## src/rtl/ght_pkg.sv

```systemverilog
// ----------------------------------------------------------------------------
// ght_pkg
// shared types, codes and helpers of the generational handle table
// ----------------------------------------------------------------------------
`default_nettype none

package ght_pkg;

    localparam int SLOTS_DEF = 256;

    localparam int HND_W  = 32;
    localparam int IDX_W  = 16;
    localparam int SER_W  = 16;
    localparam int DATA_W = 32;
    localparam int CFG_W  = 9;
    localparam int LIM_W  = IDX_W + 1;
    localparam int REQ_W  = 3;
    localparam int STS_W  = 2;

    // occupancy bitmap word
    localparam int OCC_W  = 32;
    localparam int OCC_SH = 5;

    localparam logic [CFG_W-1:0] ACTIVE_RESET = 9'd256;

    localparam logic [REQ_W-1:0] REQ_ALLOC  = 3'd0;
    localparam logic [REQ_W-1:0] REQ_LOOKUP = 3'd1;
    localparam logic [REQ_W-1:0] REQ_ADDREF = 3'd2;
    localparam logic [REQ_W-1:0] REQ_DECREF = 3'd3;
    localparam logic [REQ_W-1:0] REQ_SWAP   = 3'd4;
    localparam logic [REQ_W-1:0] REQ_DELETE = 3'd5;

    localparam logic [STS_W-1:0] ST_OK      = 2'd0;
    localparam logic [STS_W-1:0] ST_INVALID = 2'd1;
    localparam logic [STS_W-1:0] ST_FULL    = 2'd2;
    localparam logic [STS_W-1:0] ST_ZERO    = 2'd3;

    typedef struct packed {
        logic [SER_W-1:0]  serial;
        logic [DATA_W-1:0] refs;
        logic [DATA_W-1:0] size;
        logic [DATA_W-1:0] payload;
    } t_slot;

    typedef struct packed {
        logic [STS_W-1:0]  status;
        logic [HND_W-1:0]  handle;
        logic              occ;
        logic [DATA_W-1:0] payload;
        logic [DATA_W-1:0] size;
        logic [DATA_W-1:0] refs;
        logic [CFG_W-1:0]  used;
    } t_result;

    // serial advance, zero is never handed out
    function automatic logic [SER_W-1:0] next_serial(input logic [SER_W-1:0] s);
        logic [SER_W-1:0] t;
        t = s + 1'b1;
        return (t == '0) ? SER_W'(1) : t;
    endfunction

endpackage

`default_nettype wire

```

## src/rtl/ght_occ_map.sv

```systemverilog
// ----------------------------------------------------------------------------
// ght_occ_map
// occupancy bitmap memory, one bit per slot, with a lowest-free-bit finder
// on the registered read word
// ----------------------------------------------------------------------------
`default_nettype none

module ght_occ_map
    import ght_pkg::*;
#(
    parameter int WORDS = (SLOTS_DEF + OCC_W - 1) / OCC_W,
    localparam int WA   = (WORDS > 1) ? $clog2(WORDS) : 1
) (
    input  wire logic              i_clk,
    input  wire logic              i_rd_en,
    input  wire logic [WA-1:0]     i_rd_addr,
    output logic [OCC_W-1:0]       o_rd_bits,
    output logic                   o_free_any,
    output logic [OCC_SH-1:0]      o_free_bit,
    input  wire logic              i_we,
    input  wire logic [WA-1:0]     i_wr_addr,
    input  wire logic [OCC_W-1:0]  i_wr_bits
);

    logic [OCC_W-1:0] r_mem [WORDS];
    logic [OCC_W-1:0] r_rd_bits;

    always_ff @(posedge i_clk) begin
        if (i_we) begin
            r_mem[i_wr_addr] <= i_wr_bits;
        end
    end

    always_ff @(posedge i_clk) begin
        if (i_rd_en) begin
            r_rd_bits <= r_mem[i_rd_addr];
        end
    end

    // priority encode the lowest clear bit
    always_comb begin
        o_free_bit = '0;
        for (int b = OCC_W - 1; b >= 0; b--) begin
            if (!r_rd_bits[b]) begin
                o_free_bit = OCC_SH'(b);
            end
        end
    end

    assign o_free_any = ~&r_rd_bits;
    assign o_rd_bits  = r_rd_bits;

endmodule

`default_nettype wire

```

## config.mk

```make
export PLATFORM = sky130hd
export DESIGN_NAME = ght_occ_map
export DESIGN_NICKNAME = d
export VERILOG_FILES = /design/src/rtl/ght_pkg.sv /design/src/rtl/ght_occ_map.sv
export SDC_FILE = /design/constraint.sdc
export NUM_CORES = 1
export LEC_CHECK = 0
export ABC_AREA = 1
export CAP_MARGIN = 20
export CORE_MARGIN = 3
export CORE_UTILIZATION = 64
export CTS_BUF_LIST = sky130_fd_sc_hd__clkbuf_8
export CTS_CLUSTER_DIAMETER = 40
export DETAILED_ROUTE_END_ITERATION = 12
export DONT_BUFFER_PORTS = 1
export PLACE_DENSITY = 0.8
export SETUP_SLACK_MARGIN = 0.02
export SYNTH_ARGS = -nofsm -noshare
export SYNTH_HDL_FRONTEND = slang
export SYNTH_SLANG_ARGS = --single-unit
```

## constraint.sdc

```tcl
create_clock -name i_clk -period 2.6 [get_ports i_clk]
set_clock_uncertainty 0.05 [all_clocks]
set_input_delay 0.26 -clock i_clk [delete_from_list [all_inputs] [get_ports i_clk]]
set_output_delay 0.26 -clock i_clk [all_outputs]
set_load 0.05 [all_outputs]
```

==> impl_metrics.tcl, run 1 <==
set metrics [dict create \
    path_delay_family "simple AND/OR/NAND/NOR gates" \
    timing.rr.start "r_mem[5][5]$_DFFE_PP_" \
    final_hold_viol_count 0 \
    multi_input_area_um2 2390 \
    ant_nets 0 \
    io_buffers 0 \
    rsz0062_at_grt "yes" \
    ios 79 \
    total_power_uw 9490 \
    antenna_found_initial 1 \
    initial_core_util_pct 66.1 \
    drtPass1Iterations 5 \
    rows 47 \
    slew_headroom_pct 41.5 \
    syn-num-nets 890 \
    path_common_cell "nand2_1" \
    grt_pass1_wl_mm 38.5 \
    path_max_fanout 2 \
    cts_root_buffer "clkbuf_8" \
    cap_viol_max_count 0 \
    worst_slack_ns -0.648 \
    leakagePower_uw 0.00442 \
    end_kind "output port" \
    die_w_um 138 \
    slew_violations 0 \
    syn_inst 849 \
    slowest_delay_ns 0.39 \
    core-area_um2 16800 \
    cp_slowest_cell "edfxtp_1" \
    hold_class "in2reg" \
    grt_max_degree 130 \
    tns_ns -0.915 \
    cts_tree "done" \
    grt_pass1_vias 7503 \
    cp.required_ns 2.29 \
    netlist_area_um2 11100 \
    final_cell_area_um2 13000 \
    vias 7345 \
    die_area_um2 19000 \
    critPathLaunchType "register" \
    grt-ovfl-total 0 \
    vdd_drop_max_uv 623 \
    avgRoutedWirePerCell_um 21.2 \
    critPathLaunch "o_rd_bits[31]$_DFFE_PP_" \
    layout_common_cells "edfxtp_1, nor2_1, o21ai_0, buf_4" \
    arrival_ns 2.94 \
    timing.critical_path.buf_inv 2 \
    ys_seq_area_share_pct 77.8 \
    drtIter0Drc 682 \
    htreeDepth 2 \
    seq_area_um2 8650 \
    synth_cell_types 20 \
    drc 0 \
    vias_per_cell 6.16 \
    fillers 990 \
    max_freq_mhz 308 \
    clock_latency_ns 0.55 \
    min_period_ns 3.25 \
    violations "negative setup slack" \
    clk_pin_slew_ns 0.06 \
    layout_commonest_cell "edfxtp_1" \
    placed_cell_area_um2 11700 \
    dpl.hpwl_mm 12.8 \
    synth_area_per_cell_um2 13.1 \
    outcome "complete, but fails checks" \
    powerDensity_nw_per_um2 732 \
    min-delay-start "i_rd_addr[1]" \
    drt_wl_total_mm 25.3 \
    grt_util_all_layers_pct 27.1 \
    post-route-period-util_pct 125 \
    holdWs_ns 0.0434 \
    yosysWarnings 0 \
    cts_buffer_depth 3 \
    clock-sinks 288 \
    nets 979 \
    gp_congestion 0.760 \
    syn2layout_area_growth_pct 16.6 \
    setup_viol 3 \
    numCtsBuffers 44 \
    synth-seq-cells 288 \
    tightest_slew_ns 0.875 \
    criticalPathCategory "reg2out" \
    drive_gt1_share_pct 13.3 \
    dieHeight_um 138 \
]
power by group:
part	switching, µW	internal [µW]	total, µW
clock network	1600	1730	3330
registers	54.8	5310	5360
logic	553	240	793
total	2210	7280	9490
final cells by class:
class / instances / share of cell area, %
clock inverters: 33 / 1.22
well taps: 220 / 2.12
clock buffers: 46 / 4.88
inverters: 11 / 0.318
multi-input cells: 503 / 18.4
flip-flops and latches: 288 / 66.7
repair buffers: 90 / 6.35
diodes: 1 / 0.0193
synth_stat cells (all sizes together):
master / n / area share [%]
edfxtp: 288 / 78
nor2: 242 / 8.2
o21ai: 128 / 5.8
nand2: 51 / 1.7
clkbuf: 40 / 1.4
a31oi: 35 / 2.0
o22ai: 32 / 1.8
inv: 10 / 0.34
buf: 7 / 0.24
a21oi: 4 / 0.21
nand4: 4 / 0.23
nor3: 2 / 0.090
clkinv: 1 / 0.034
nand3: 1 / 0.045
nor4: 1 / 0.056
o211ai: 1 / 0.068
o21bai: 1 / 0.068
o31ai: 1 / 0.068
layer usage:
metal | wire, µm | track usage, % | up-vias
met3 | 2370 | 7.01 | 67
met2 | 12400 | 43.1 | 413
met1 | 9740 | 35.8 | 3579
met4 | 791 | 12.1 | 0
met5 | 0 | 0 | -
li1 | - | - | 3286
cells by family (layout without fill, tap and decap cells):
logic type	Yosys count	count (layout)	share of synthesized area [%]
flops	288	288	77.8
buf+inv	58	180	1.96
compound gates	202	202	9.95
other cells	0	1	0
simple gates	301	301	10.3
per-stage QoR:
stage	util (%)	instances	worst slack, ns
floorplan	-	849	-0.498
global placement	69.7	1075	-0.0316
detailed placement	69.7	1075	-0.102
CTS	76.9	1191	-0.717
global route	77.1	1192	-0.945
finish	77.1	1192	-0.648
state kept, by name (all words and copies together), names as in the netlist:
register   flops
o_rd_bits     32
r_mem        256
path summary, 6_finish.rpt:
kind | to | slack, ns | cells after the start
setup reg to reg | o_rd_bits[5]$_DFFE_PP_ | 1.38 | 4
hold / removal | o_rd_bits[25]$_DFFE_PP_ | 0.04 | 3
setup / recovery | o_free_bit[0] | -0.65 | 32
hold reg to reg | o_rd_bits[9]$_DFFE_PP_ | 0.60 | 2
worst register-to-register path, cell delays in order, from the launching register on:
cell	delay, ns
edfxtp_1	0.37
o21ai_0	0.21
o22ai_1	0.10
nor2_1	0.10
a31oi_1	0.08
repair_timing:
| action | CTS | global route |
|---|---|---|
| hold endpoints to repair | 301 | 0 |
| cloned | 0 | 0 |
| setup buffers | 0 | 0 |
| hold buffers | 37 | 0 |
| pin swaps | 2 | 5 |
| endpoints found under the setup margin | 5 | 6 |
| resized for setup | 8 | 9 |
No activity file was read; power rests on OpenSTA's default activity.
==> run 2: changes to the inputs <==
--- a/config.mk
+++ b/config.mk
@@ -5,7 +5,6 @@
 export SDC_FILE = /design/constraint.sdc
 export NUM_CORES = 1
 export LEC_CHECK = 0
-export ABC_AREA = 1
 export CAP_MARGIN = 20
 export CORE_MARGIN = 3
 export CORE_UTILIZATION = 64
==> run 2 against run 1 <==
Compared with the run above:
- the flow now finishes without violations
- highest routed layer unchanged
- critical endpoint is now o_free_bit[4]
- power fell by 2.4%
- sequential power hardly changed
- critical path type unchanged
- clock-buffer cell count fell by 3
- sequential cell count did not move
==> impl_metrics.tcl, run 2 <==
set metrics [dict create \
    outcome "completed" \
    slew_violations 0 \
    end_kind "output port" \
    r2r-end "o_rd_bits[4]$_DFFE_PP_" \
    numCtsBuffers 43 \
    cap_viol_max_count 0 \
    slowest_delay_ns 0.50 \
    placed_cell_area_um2 11800 \
    leakagePower_uw 0.00431 \
    drtIter0Drc 572 \
    dp_cells 729 \
    clk_pin_slew_ns 0.06 \
    cts_setup_buffers 0 \
    vias 5321 \
    io_buffers 0 \
    syn_inst 481 \
    dieHeight_um 138 \
    largest_reg_flops 256 \
    nets 629 \
    avgRoutedWirePerCell_um 26.2 \
    tightest_slew_ns 0.586 \
    netlist_area_um2 11100 \
    synth_edf_count 288 \
    p_int_uw 7230 \
    final_cell_area_um2 12900 \
    slew_headroom_pct 60.9 \
    core-area_um2 16800 \
    synthFlopType "edfxtp_1" \
    yosysWarnings 0 \
    setup_viol 0 \
    drt_wl_total_mm 21.9 \
    timing.rr.start "r_mem[5][4]$_DFFE_PP_" \
    initial_core_util_pct 66.3 \
    holdWs_ns 0.0256 \
    vias_per_cell 6.36 \
    post-route-period-util_pct 95.1 \
    hold_end "o_rd_bits[12]$_DFFE_PP_" \
    critPathLaunchType "register" \
    synthArstFlopShare_pct 0 \
    ant_nets 0 \
    cts_buffer_depth 3 \
    grt-ovfl-total 0 \
    grt_pass1_vias 5561 \
    cts_root_buffer "clkbuf_8" \
    layout_common_cells "edfxtp_1, clkbuf_8, buf_4, mux4_1" \
    die_area_um2 19000 \
    tns_ns 0 \
    min-delay-start "i_rd_en" \
    max_freq_mhz 404 \
    crit_chain "nand4_1 -> or3_1 -> nor4_2 -> buf_4" \
    final_hold_viol_count 0 \
    die_w_um 138 \
    gp_congestion 0.748 \
    clock-sinks 288 \
    antenna_found_initial 0 \
    layout_commonest_cell "edfxtp_1" \
    min_path_cells 1 \
    r2r_setup_slack_ns 1.07 \
    drc 0 \
    synth_cell_types 28 \
    synth.top_cell.area_share_pct 77.6 \
    p_sw_share_pct 22.0 \
    grt_util_all_layers_pct 23.9 \
    vdd_drop_max_uv 461 \
    pre_cts_ws_ns 0.526 \
    syn2layout_area_growth_pct 15.4 \
    synth-seq-cells 288 \
    ios 79 \
    path_max_fanout 3 \
    synthTopCellsByArea "edfxtp_1, mux4_1, mux4_2" \
    synthTopCellsByCount "edfxtp_1, mux4_1, mux2_2" \
    p_comb_share_pct 7.6 \
    grt_max_degree 65 \
    drtPass1Iterations 5 \
    synth_area_per_cell_um2 23.2 \
    cp.required_ns 2.29 \
    worst_slack_ns 0.126 \
    dpl.hpwl_mm 12.1 \
    layoutNonFillerInstCount 836 \
    criticalPathCategory "reg2out" \
    p_sw_uw 2040 \
    cp_slowest_cell "or3_1" \
    rsz0062_at_grt "no" \
    antennaDiodeCount 0 \
    ff2ff_path_depth 2 \
    clock_latency_ns 0.53 \
    htreeDepth 2 \
    powerDensity_nw_per_um2 720 \
    synth_most_common_cell "edfxtp_1" \
    sequentialPowerShare_pct 58.1 \
    cts_tree "done" \
    grt_pass1_wl_mm 32.6 \
    hold_class "in2reg" \
    rows 47 \
    min_period_ns 2.47 \
    drive_gt1_share_pct 26.5 \
    synth_largest_area_cell "edfxtp_1" \
    syn-num-nets 522 \
    arrival_ns 2.16 \
    pwr-share-clk_pct 34.4 \
    ys_seq_area_share_pct 77.6 \
    regMostFlops "r_mem" \
]
run 2: changes by cell type after synthesis, moves of 24 or more:
cell | before | now
clkbuf_1 | 40 | 2
o21ai_0 | 128 | 5
mux4_2 | 0 | 24
mux4_1 | 0 | 40
nor2_1 | 242 | 10
o22ai_1 | 32 | 0
nand2_1 | 51 | 13
mux2_2 | 0 | 32
a31oi_1 | 35 | 4
run 2: worst max-delay path by stage:
| stage | startpoint | endpoint | slack (ns) | depth (start not counted) |
|---|---|---|---|---|
| after detailed placement | o_rd_bits[4]$_DFFE_PP_ | o_free_bit[0] | 0.53 | 6 |
| after floorplan | o_rd_bits[2]$_DFFE_PP_ | o_free_bit[4] | 0.03 | 3 |
| final | o_rd_bits[3]$_DFFE_PP_ | o_free_bit[4] | 0.13 | 4 |
| after CTS | o_rd_bits[4]$_DFFE_PP_ | o_free_bit[0] | 0.04 | 6 |
| after global placement | o_rd_bits[4]$_DFFE_PP_ | o_free_bit[0] | 0.56 | 6 |
| after global routing | o_rd_bits[21]$_DFFE_PP_ | o_free_bit[2] | 0.03 | 6 |
run 2: layout make-up:
cell class              instances  area, µm²
clock buffers                  43        592
clock inverters                30        144
fillers                       853       3960
inverters                       6       22.5
multi-input cells             169       2440
flip-flops and latches        288       8650
well taps                     220        275
repair buffers                 80        743
run 2: cells by family (layout without fill, tap and decap cells):
logic type      Yosys count  count (layout)  share of synthesized area [%]
compound gates           21              21                           1.21
buf+inv                  24             159                           1.35
flops                   288             288                           77.6
mux                      96              96                           17.5
simple gates             52              52                           2.33
run 2: timing repair:
item,CTS,global route
hold buffers,34,0
endpoints found under the setup margin,1,2
cloned,0,0
endpoints found under the hold margin,320,0
gates resized for setup,1,2
run 2: metal layers:
metal | track usage [%] | vias up | routed length [µm]
met5 | 0 | - | 0
met2 | 38.8 | 233 | 11200
met1 | 33.4 | 2763 | 8630
li1 | - | 2294 | -
met4 | 7.52 | 0 | 473
met3 | 5.12 | 31 | 1590
run 2: power groups by stage:
stage	clock network (µW)	logic (µW)	registers, µW
6_report	3190	699	5380
5_1_grt	3450	737	5390
4_1_cts	3240	702	5380
3_5_place_dp	0	587	5470
3_3_place_gp	0	580	5450
2_1_floorplan	0	310	5600
run 2: worst max-delay path, delay by kind of cell (launching register included):
kind / cells / cell delay, ns
buf+inv: 1 / 0.24
flops: 1 / 0.37
simple gates: 3 / 1.03
run 2: through the flow:
stage               util (%)  power (µW)
floorplan                  -        5910
detailed placement      69.9        6060
global route            76.5        9580
finish                  76.5        9260
CTS                     76.4        9320
global placement        69.9        6030
